==> src/rtl/crc8fr_pkg.sv <==
// types, constants and the crc-8 byte update for the crc-8 checked frame receiver
// no dependencies; used by crc8_checked_frame_receiver and crc8fr_checker

package crc8fr_pkg;

  // reflected dallas/maxim polynomial, initial value zero, no final xor
  localparam logic [7:0] CRC_POLY = 8'h8C;
  localparam logic [7:0] CRC_INIT = 8'h00;

  // register index carried by paddr[2]
  localparam logic REG_SYNC = 1'b0;

  // frame_status codes
  localparam logic STATUS_OK     = 1'b0;
  localparam logic STATUS_REJECT = 1'b1;

  typedef enum logic [3:0] {
    POS_SYNC   = 4'b0001,
    POS_OPCODE = 4'b0010,
    POS_INFO   = 4'b0100,
    POS_CHECK  = 4'b1000
  } frame_pos_e;

  // one byte through the lsb-first crc register, eight xor/shift steps
  function automatic logic [7:0] crc8_update(input logic [7:0] crc, input logic [7:0] data);
    logic [7:0] c;
    c = crc ^ data;
    for (int i = 0; i < 8; i++) begin
      if (c[0]) begin
        c = (c >> 1) ^ CRC_POLY;
      end else begin
        c = c >> 1;
      end
    end
    return c;
  endfunction

endpackage

==> src/rtl/crc8_checked_frame_receiver.sv <==
// crc-8 checked frame receiver: sync, opcode, info and check byte per frame
// depends on crc8fr_pkg
//
//  channel  | direction | handshake           | payload
//  ---------+-----------+---------------------+-----------------------------------------
//  s_axis   | in        | tvalid / tready     | tdata[7:0] rx_byte
//  m_axis   | out       | tvalid / tready     | tdata[7:0] opcode, [15:8] info;
//           |           |                     | tuser frame_status
//  apb      | in        | psel/penable/pready | reg 0 at byte address 0: sync_byte
//
// one item a cycle unless a held result stalls the input: a byte goes into the input
// register, is checked against the frame position and the running crc once it leaves
// that register, and any result lands in the output register.
// the input register refills in the cycle it drains; a held result keeps the input
// register from draining, and so stalls the input side, while m_axis_tready is low.
// reset is asynchronous and clears the frame position, valids and sync_byte.

module crc8_checked_frame_receiver (
  input  logic        clk_i,
  input  logic        rst_ni,
  // stream in
  input  logic        s_axis_tvalid,
  output logic        s_axis_tready,
  input  logic [7:0]  s_axis_tdata,   // [7:0] rx_byte
  // stream out
  output logic        m_axis_tvalid,
  input  logic        m_axis_tready,
  output logic [15:0] m_axis_tdata,   // [7:0] opcode, [15:8] info
  output logic        m_axis_tuser,   // [0] frame_status
  // configuration
  input  logic        psel,
  input  logic        penable,
  input  logic        pwrite,
  input  logic [2:0]  paddr,
  input  logic [31:0] pwdata,
  output logic [31:0] prdata,
  output logic        pready
);

  logic                  sync_sel;
  logic [7:0]            sync_byte_q;
  logic                  in_vld_q;
  logic [7:0]            in_byte_q;
  crc8fr_pkg::frame_pos_e pos_q, pos_d;
  logic [7:0]            op_q, op_d;
  logic [7:0]            info_q, info_d;
  logic [7:0]            crc_q, crc_d;
  logic                  out_vld_q, out_vld_d;
  logic                  out_status_q, out_status_d;
  logic [7:0]            out_op_q, out_op_d;
  logic [7:0]            out_info_q, out_info_d;
  logic                  step;
  logic                  emit;
  logic                  cfg_wr;

  // configuration port
  assign pready   = 1'b1;
  assign cfg_wr   = psel & penable & pwrite & pready;
  assign sync_sel = (paddr[2] == crc8fr_pkg::REG_SYNC);
  assign prdata   = sync_sel ? {24'd0, sync_byte_q} : 32'd0;

  always_ff @(posedge clk_i or negedge rst_ni) begin
    if (!rst_ni) begin
      sync_byte_q <= 8'd0;
    end else if (cfg_wr && sync_sel) begin
      sync_byte_q <= pwdata[7:0];
    end
  end

  // input register
  assign step          = in_vld_q & (~out_vld_q | m_axis_tready);
  assign s_axis_tready = ~in_vld_q | step;

  always_ff @(posedge clk_i or negedge rst_ni) begin
    if (!rst_ni) begin
      in_vld_q <= 1'b0;
    end else if (s_axis_tready) begin
      in_vld_q <= s_axis_tvalid;
    end
  end

  always_ff @(posedge clk_i) begin
    if (s_axis_tready && s_axis_tvalid) begin
      in_byte_q <= s_axis_tdata;
    end
  end

  // frame position and result decision
  always_comb begin
    pos_d        = pos_q;
    op_d         = op_q;
    info_d       = info_q;
    crc_d        = crc_q;
    emit         = 1'b0;
    out_status_d = crc8fr_pkg::STATUS_REJECT;
    out_op_d     = 8'd0;
    out_info_d   = 8'd0;
    if (step) begin
      unique case (pos_q)
        crc8fr_pkg::POS_SYNC: begin
          if (in_byte_q != sync_byte_q) begin
            emit = 1'b1;
          end else begin
            pos_d = crc8fr_pkg::POS_OPCODE;
          end
        end
        crc8fr_pkg::POS_OPCODE: begin
          if (in_byte_q == 8'd0) begin
            emit  = 1'b1;
            pos_d = crc8fr_pkg::POS_SYNC;
          end else begin
            op_d  = in_byte_q;
            crc_d = crc8fr_pkg::crc8_update(crc8fr_pkg::CRC_INIT, in_byte_q);
            pos_d = crc8fr_pkg::POS_INFO;
          end
        end
        crc8fr_pkg::POS_INFO: begin
          info_d = in_byte_q;
          crc_d  = crc8fr_pkg::crc8_update(crc_q, in_byte_q);
          pos_d  = crc8fr_pkg::POS_CHECK;
        end
        crc8fr_pkg::POS_CHECK: begin
          emit  = 1'b1;
          pos_d = crc8fr_pkg::POS_SYNC;
          if (in_byte_q == crc_q) begin
            out_status_d = crc8fr_pkg::STATUS_OK;
            out_op_d     = op_q;
            out_info_d   = info_q;
          end
        end
        default: begin
          pos_d = crc8fr_pkg::POS_SYNC;
        end
      endcase
    end
  end

  assign out_vld_d = emit | (out_vld_q & ~m_axis_tready);

  always_ff @(posedge clk_i or negedge rst_ni) begin
    if (!rst_ni) begin
      pos_q     <= crc8fr_pkg::POS_SYNC;
      out_vld_q <= 1'b0;
    end else begin
      pos_q     <= pos_d;
      out_vld_q <= out_vld_d;
    end
  end

  always_ff @(posedge clk_i) begin
    op_q   <= op_d;
    info_q <= info_d;
    crc_q  <= crc_d;
    if (emit) begin
      out_status_q <= out_status_d;
      out_op_q     <= out_op_d;
      out_info_q   <= out_info_d;
    end
  end

  assign m_axis_tvalid = out_vld_q;
  assign m_axis_tdata  = {out_info_q, out_op_q};
  assign m_axis_tuser  = out_status_q;

endmodule

==> config.mk <==
export PLATFORM = sky130hd
export DESIGN_NAME = crc8_checked_frame_receiver
export DESIGN_NICKNAME = d
export VERILOG_FILES = /design/src/rtl/crc8fr_pkg.sv /design/src/rtl/crc8_checked_frame_receiver.sv
export SDC_FILE = /design/constraint.sdc
export NUM_CORES = 1
export LEC_CHECK = 0
export CAP_MARGIN = 15
export CORE_MARGIN = 2
export CORE_UTILIZATION = 45
export CTS_CLUSTER_DIAMETER = 30
export DETAILED_ROUTE_END_ITERATION = 12
export DONT_BUFFER_PORTS = 1
export PLACE_DENSITY = 0.6
export SLEW_MARGIN = 20
export SYNTH_ARGS = -nofsm -noshare
export SYNTH_HDL_FRONTEND = slang
export SYNTH_SLANG_ARGS = --single-unit
==> constraint.sdc <==
create_clock -name clk_i -period 2.6 [get_ports clk_i]
set_clock_uncertainty 0.1 [all_clocks]
set_input_delay 0.52 -clock clk_i [delete_from_list [all_inputs] [get_ports clk_i]]
set_output_delay 0.52 -clock clk_i [all_outputs]
set_load 0.02 [all_outputs]
==> run summary, run 1 <==
peak supply drop: 0.454 mV
vias per inst: 4.78
power share of the sequential group: 0.519
worst hold path class: primary input to flop
minimum clock period: 2.27 ns
R2R Setup Slk: 0.33 ns
Critical Path RT: 2.55 ns
Post-Layout Cell Count: 325
RD Place Congestion: 0.782
TritonCTS buffer count: 9
MaxCap Viol Count: 0
post-synthesis sequential area ratio: 0.598
Residual DRC: 0
most frequent cell after synthesis: edfxtp_1
layout cells sized above 1: 0.141
htree depth: 3
Leak: 1.23 nW
CTS tree: built
Synth-to-Final Area Change: 7.71%
flops & latches, synth: 63
Chip Width: 86.3 µm
total congestion overflow: 0
Tot GR Track Use: 0.139
EDFF count, synth: 49
vias after detailed routing: 1555
Buffers on Ports: 0
DR WL/cell: 14.5 µm
Final period util: 0.874
initial antenna violation count: 0
number of detailed-route iterations in the first pass: 4
switching fraction of total power: 0.320
final-report hold violation count: 0
final setup violation count: 0
largest net degree at the start of global routing: 18
CP Class: flop to flop
PD cells: 919 nW/µm²
asr flop ratio synth: 0.222
final core occ: 0.509
Synth area leaders: edfxtp_1 (48%), dfrtp_1 (11%), xor2_1 (7.5%)
die area: 7450 µm²
critical path arrival: 2.23 ns
Ports: 102
fin nets: 293
root buffer selected by CTS: clkbuf_8
row count: 29
RSZ-0062 raised after global routing: no
Logic pwr share: 0.217
Post-Place Cells: 308
clock sink total: 63
Worst-path clk slew: 0.06 ns
Synth cell types: 31
first-pass GRT wire length: 7380 µm
Internal: 2.05 mW
die span in y: 86.3 µm
Synth top area share: 0.483
Clk Latency, worst-skew pair: 0.34 ns
hold_ws: 0.173 ns
Rel. slew slack: 0.597
Pwr Total: 3.02 mW
number of diodes: 0
CP max FO: 17
area leader, netlist: edfxtp_1
Worst Max-Slew Pin Slew: 0.602 ns
synthesized area: 3050 µm²
Avg Cell Area, Syn: 13.1 µm²
CP Capture Type: flop
Antenna Nets Post-Route: 0
HPWL Detailed: 3370 µm
ys flop type: edfxtp_1
initial DRC count: 73
Initial Util: 0.472
Clock power frac: 0.264
Syn Inst Count: 232
final slew viol count: 0
Commonest cells post-synth: edfxtp_1 (49), xor2_1 (26), buf_4 (25)
vias in the first global route: 1456
outcome: finished clean
Net Switching: 965 µW
CORE AREA: 6460 µm²
filler instances: 576
crit path launch type: flop
clock buffer depth: 2
FMAX: 440 MHz
Post-Route WL: 4720 µm
Ys Warns: 0
sum of negative setup slack: 0 ns
[path summary, 6_finish.rpt]
path / startpoint / endpoint / depth (start not counted)
hold / removal: s_axis_tdata[6] / in_byte_q[6]$_DFFE_PP_ / 0
max in group asynchronous: rst_ni / pos_q[2]$_DFFE_PN0P_ / 1
setup reg to reg: in_byte_q[7]$_DFFE_PP_ / out_info_q[2]$_SDFFCE_PN0P_ / 6
hold reg to reg: op_q[1]$_DFFE_PP_ / out_op_q[1]$_SDFFCE_PN0P_ / 1
min in group asynchronous: rst_ni / sync_byte_q[0]$_DFFE_PN0P_ / 1
setup / recovery: in_byte_q[7]$_DFFE_PP_ / out_info_q[2]$_SDFFCE_PN0P_ / 6
[flip-flops by register name (all words and copies together), names as in the netlist]
| signal | count |
|---|---|
| crc_q | 8 |
| in_byte_q | 8 |
| info_q | 8 |
| op_q | 8 |
| out_info_q | 8 |
| out_op_q | 8 |
| sync_byte_q | 8 |
| pos_q | 4 |
| in_vld_q | 1 |
| m_axis_tuser | 1 |
| m_axis_tvalid | 1 |
[kinds of logic after synthesis]
| logic type | count (synthesis) | share of synthesized area |
|---|---|---|
| and+or+nand+nor | 64 | 0.123 |
| muxes | 9 | 0.0328 |
| AOI/OAI and AO/OA | 9 | 0.0185 |
| other | 2 | 0.00246 |
| buffers and inverters | 36 | 0.0800 |
| DFF | 63 | 0.598 |
| xor gates and xnor gates | 49 | 0.145 |
[layout make-up]
class | instances | area (µm²) | share of cell area
multi-input combinational | 156 | 1070 | 0.325
inverter | 1 | 3.75 | 0.00114
timing repair buffer | 12 | 105 | 0.0320
tap | 77 | 96.3 | 0.0293
clock buffer | 9 | 124 | 0.0377
clock inverter | 7 | 63.8 | 0.0194
sequential | 63 | 1820 | 0.555
[metal layers]
layer  share of wire  GRT usage  wire, µm  vias up
met5               0          0         0        -
met1            0.45      0.178      2140      715
met4           0.020     0.0810        94        0
li1                -          -         -      762
met3           0.068     0.0505       323        9
met2            0.46      0.204      2170       69
[timing repair]
action                    4_1_cts  5_1_grt
setup buffers                   0        0
resized for setup               0        0
hold endpoints to repair       14        0
hold buffers                    1        0
[critical path: stages, from the launching register on]
cell	delay [ns]
edfxtp_1	0.56
nor4_1	0.51
a31oi_1	0.15
nor3_1	0.23
nor2_1	0.07
nor2_1	0.18
buf_12	0.18
[power by group through the flow]
stage	clock network [mW]	registers (mW)	logic (mW)
after CTS	0.819	1.57	0.666
final	0.798	1.57	0.656
after floorplan	0	1.53	0.588
after detailed placement	0	1.59	0.656
after global placement	0	1.59	0.652
after global routing	0.853	1.59	0.737
[cell usage in the layout, fill, tap and decap left out, types with 3 or more instances in the layout]
cell	n
nor2_1	11
buf_4	10
mux2_2	8
nand2_1	6
edfxtp_1	49
and2_1	17
xnor2_1	22
nand2b_1	4
dfrtp_1	13
nor2b_1	11
clkbuf_8	9
nand3b_1	3
nor4_1	6
conb_1	25
xor2_1	26
[stage by stage]
| step | area [µm²] | setup WS (ns) |
|---|---|---|
| floorplan | 3140 | 0.0313 |
| global placement | 3090 | 0.321 |
| detailed placement | 3090 | 0.348 |
| CTS | 3280 | 0.343 |
| global route | 3280 | 0.192 |
| finish | 3280 | 0.327 |
Power figures use the tool's default switching activity.
==> run 2, diff against run 1 <==
Settings changed: ABC_AREA from default to 1, BUFFER_PORTS_ARGS from default to -buffer_cell sky130_fd_sc_hd__buf_2, DONT_BUFFER_PORTS 1 to default, PLACE_DENSITY 0.6 to 0.72.
==> run 2 against run 1 <==
  * Sequential share of layout area fell by 8.6 points
  * Critical path depth rose by 2
  * Wire length increased by 27%
  * Non-clock buffer count grew 43
  * Clock-buffer cell count increased by 1
  * Largest cell class unchanged
  * Critical path type unchanged
  * Combinational power is 52% higher
  * Fmax rose by 11%
  * First-iteration DRC count is 93% higher
  * Largest power group unchanged
==> run summary, run 2 <==
outcome: finished clean (unchanged)
r2r startpoint: in_byte_q[2]$_DFFE_PP_ (was in_byte_q[7]$_DFFE_PP_)
Worst-path clk slew: 0.07 ns (was 0.06 ns)
reg-to-reg critical path endpoint: out_info_q[4]$_SDFFCE_PN0P_ (was out_info_q[2]$_SDFFCE_PN0P_)
htree depth: 3 (unchanged)
sum of negative setup slack: 0 ns (unchanged)
Residual DRC: 0 (unchanged)
final-report hold violation count: 0 (unchanged)
total congestion overflow: 0 (unchanged)
number of detailed-route iterations in the first pass: 4 (unchanged)
adder-cell share of the synthesized area: 0 (unchanged)
Rel. slew slack: 0.576 (was 0.597)
Synth cell types: 32 (was 31)
final setup violation count: 0 (unchanged)
WHS Path Cells: 1 (was 0)
CP Capture Type: flop (unchanged)
register area: 1820 µm² (unchanged)
initial DRC count: 141 (was 73)
Buffers on Ports: 50 (was 0)
Worst Setup Slack post-DPL: 0.545 ns (was 0.348 ns)
vias per inst: 4.44 (was 4.78)
Post-Layout Cell Count: 545 (was 325)
minimum clock period: 2.04 ns (was 2.27 ns)
Final period util: 0.786 (was 0.874)
crit path launch type: flop (unchanged)
worst hold path class: primary input to flop (unchanged)
worst setup margin: 0.555 ns (was 0.327 ns)
worst hold start: s_axis_tdata[2] (was s_axis_tdata[6])
CTS tree: built (unchanged)
Avg Cell Area, Syn: 9.02 µm² (was 13.1 µm²)
EDFF count, synth: 49 (unchanged)
xor and xnor area share after synthesis: 0.0478 (was 0.145)
clock buffer depth: 2 (unchanged)
Commonest cells post-synth: nand2_1 (104), inv_1 (54), edfxtp_1 (49) (was edfxtp_1 (49), xor2_1 (26), buf_4 (25))
most frequent cell after synthesis: nand2_1 (was edfxtp_1)
Post-Route WL: 5990 µm (was 4720 µm)
Leak: 1.88 nW (was 1.23 nW)
vias after detailed routing: 2422 (was 1555)
Chip Width: 92.0 µm (was 86.3 µm)
root buffer selected by CTS: clkbuf_8 (unchanged)
DR WL/cell: 11.0 µm (was 14.5 µm)
Antenna Nets Post-Route: 0 (unchanged)
layout cells sized above 1: 0.208 (was 0.141)
row count: 32 (was 29)
synthesized area: 3480 µm² (was 3050 µm²)
initial antenna violation count: 0 (unchanged)
largest family of logic cells by synthesized area: simple AND/OR/NAND/NOR gates (was XOR/XNOR gates)
worst min-delay path endpoint: in_byte_q[2]$_DFFE_PP_ (was in_byte_q[6]$_DFFE_PP_)
most frequent cells in the layout: nand2_1 (104), inv_1 (54), buf_2 (50) (was edfxtp_1 (49), xor2_1 (26), conb_1 (25))
die span in y: 92.0 µm (was 86.3 µm)
ys flop type: edfxtp_1 (unchanged)
Worst Max-Slew Pin Slew: 0.632 ns (was 0.602 ns)
vias in the first global route: 2177 (was 1456)
Synth area leaders: edfxtp_1 (42%), nand2_1 (11%), dfrtp_1 (9.3%) (was edfxtp_1 (48%), dfrtp_1 (11%), xor2_1 (7.5%))
final slew viol count: 0 (unchanged)
Tot GR Track Use: 0.153 (was 0.139)
Synth top area share: 0.423 (was 0.483)
Multi-input gate area: 1230 µm² (was 1070 µm²)
PD cells: 842 nW/µm² (was 919 nW/µm²)
Ys Warns: 0 (unchanged)
flops & latches, synth: 63 (unchanged)
Synth-to-Final Area Change: 11.5% (was 7.71%)
RSZ-0062 raised after global routing: no (unchanged)
post-synthesis sequential area ratio: 0.524 (was 0.598)
Clk Latency, worst-skew pair: 0.34 ns (about the same)
Post-Place Cells: 529 (was 308)
CP max FO: 17 (unchanged)
Ports: 102 (unchanged)
filler instances: 713 (was 576)
Critical Path RT: 2.54 ns (was 2.55 ns)
Initial Util: 0.458 (was 0.472)
CP Class: flop to flop (unchanged)
first-pass GRT wire length: 9960 µm (was 7380 µm)
critical path arrival: 1.98 ns (was 2.23 ns)
simple-gate portion of the synthesized area: 0.248 (was 0.123)
area leader, netlist: edfxtp_1 (unchanged)
commonest non-fill, non-tap cell in the layout: nand2_1 (was edfxtp_1)
hold_ws: 0.248 ns (was 0.173 ns)
RD Place Congestion: 0.822 (was 0.782)
number of diodes: 0 (unchanged)
die area: 8460 µm² (was 7450 µm²)
HPWL Detailed: 4420 µm (was 3370 µm)
asr flop ratio synth: 0.222 (unchanged)
FMAX: 489 MHz (was 440 MHz)
largest net degree at the start of global routing: 18 (unchanged)
R2R Setup Slk: 0.56 ns (was 0.33 ns)
fin nets: 489 (was 293)
Worst Reg-to-Reg Cells: 8 (was 6)
MaxCap Viol Count: 0 (unchanged)
Pwr Total: 3.27 mW (was 3.02 mW)
CORE AREA: 7610 µm² (was 6460 µm²)
compound-cell area share of the yosys netlist: 0.0316 (was 0.0185)
peak supply drop: 0.448 mV (was 0.454 mV)
post-synthesis mux area share: 0 (was 0.0328)
Syn Inst Count: 386 (was 232)
Post-CTS Setup Inserts: 0 (unchanged)
clock sink total: 63 (unchanged)
TritonCTS buffer count: 9 (unchanged)
## run 2: changes by cell type after synthesis, sizes merged, moves of 8 or more
cell	previous run	this run
mux2	8	0
xor2	26	6
xnor2	22	10
and2	17	0
buf	27	35
inv	1	58
nor2b	11	0
nand2	6	109
nor2	11	52
o21ai	2	10
nand3	1	21
## run 2: worst max-delay path, cell delays in order, from the launching register on
cell	delay, ns
edfxtp_1	0.60
nor2_1	0.24
nand4_1	0.16
nor2_1	0.15
nor2_1	0.05
nand2_1	0.06
nand2_1	0.07
inv_1	0.06
buf_4	0.23
## run 2: logic make-up (layout without fill, tap and decap cells)
kind of cell	Yosys count	after routing
buffers and inverters	95	129
AO/OA/AOI/OAI	21	21
AND/OR/NAND/NOR	189	189
XOR/XNOR	16	16
flip-flops	63	63
other	2	25
## run 2: worst max-delay path by stage
stage / start / end / slack, ns / cells after the start
after floorplan: pos_q[1]$_DFFE_PN0P_ / crc_q[0]$_DFFE_PP_ / 0.68 / 5
after global placement: in_byte_q[5]$_DFFE_PP_ / out_info_q[1]$_SDFFCE_PN0P_ / 0.58 / 8
after detailed placement: m_axis_tready / out_info_q[1]$_SDFFCE_PN0P_ / 0.54 / 6
after CTS: in_byte_q[2]$_DFFE_PP_ / out_info_q[4]$_SDFFCE_PN0P_ / 0.54 / 8
after global routing: in_byte_q[2]$_DFFE_PP_ / out_info_q[0]$_SDFFCE_PN0P_ / 0.41 / 8
final: in_byte_q[2]$_DFFE_PP_ / out_info_q[4]$_SDFFCE_PN0P_ / 0.56 / 8
## run 2: timing repair
item / 4_1_cts / 5_1_grt
resized for setup: 0 / 0
hold endpoints to repair: 13 / 0
hold buffers: 1 / 0
## run 2: report_power, final
part           leakage [nW]  total, mW  switching [mW]  internal (mW)
registers             0.613       1.45           0.116           1.34
clock network        0.0904      0.817           0.378          0.439
logic                  1.18      0.999           0.674          0.324
## run 2: cell type report
type	count	area share
Multi-Input combinational cell	251	0.318
Timing Repair Buffer	55	0.0747
Clock inverter	5	0.0151
Tap cell	102	0.0329
Sequential cell	63	0.469
Inverter	59	0.0573
Clock buffer	10	0.0329
## run 2: metrics by stage
stage	utilization	cell area, µm²
floorplan	-	3570
global placement	0.485	3690
detailed placement	0.485	3690
CTS	0.511	3880
global route	0.511	3880
finish	0.511	3880
## run 2: metal layers
| metal | vias up | track usage | share of wire |
|---|---|---|---|
| li1 | 1255 | - | - |
| met1 | 1069 | 0.186 | 0.42 |
| met2 | 90 | 0.259 | 0.51 |
| met3 | 8 | 0.0320 | 0.062 |
| met4 | 0 | 0.0721 | 0.013 |
| met5 | - | 0 | 0 |
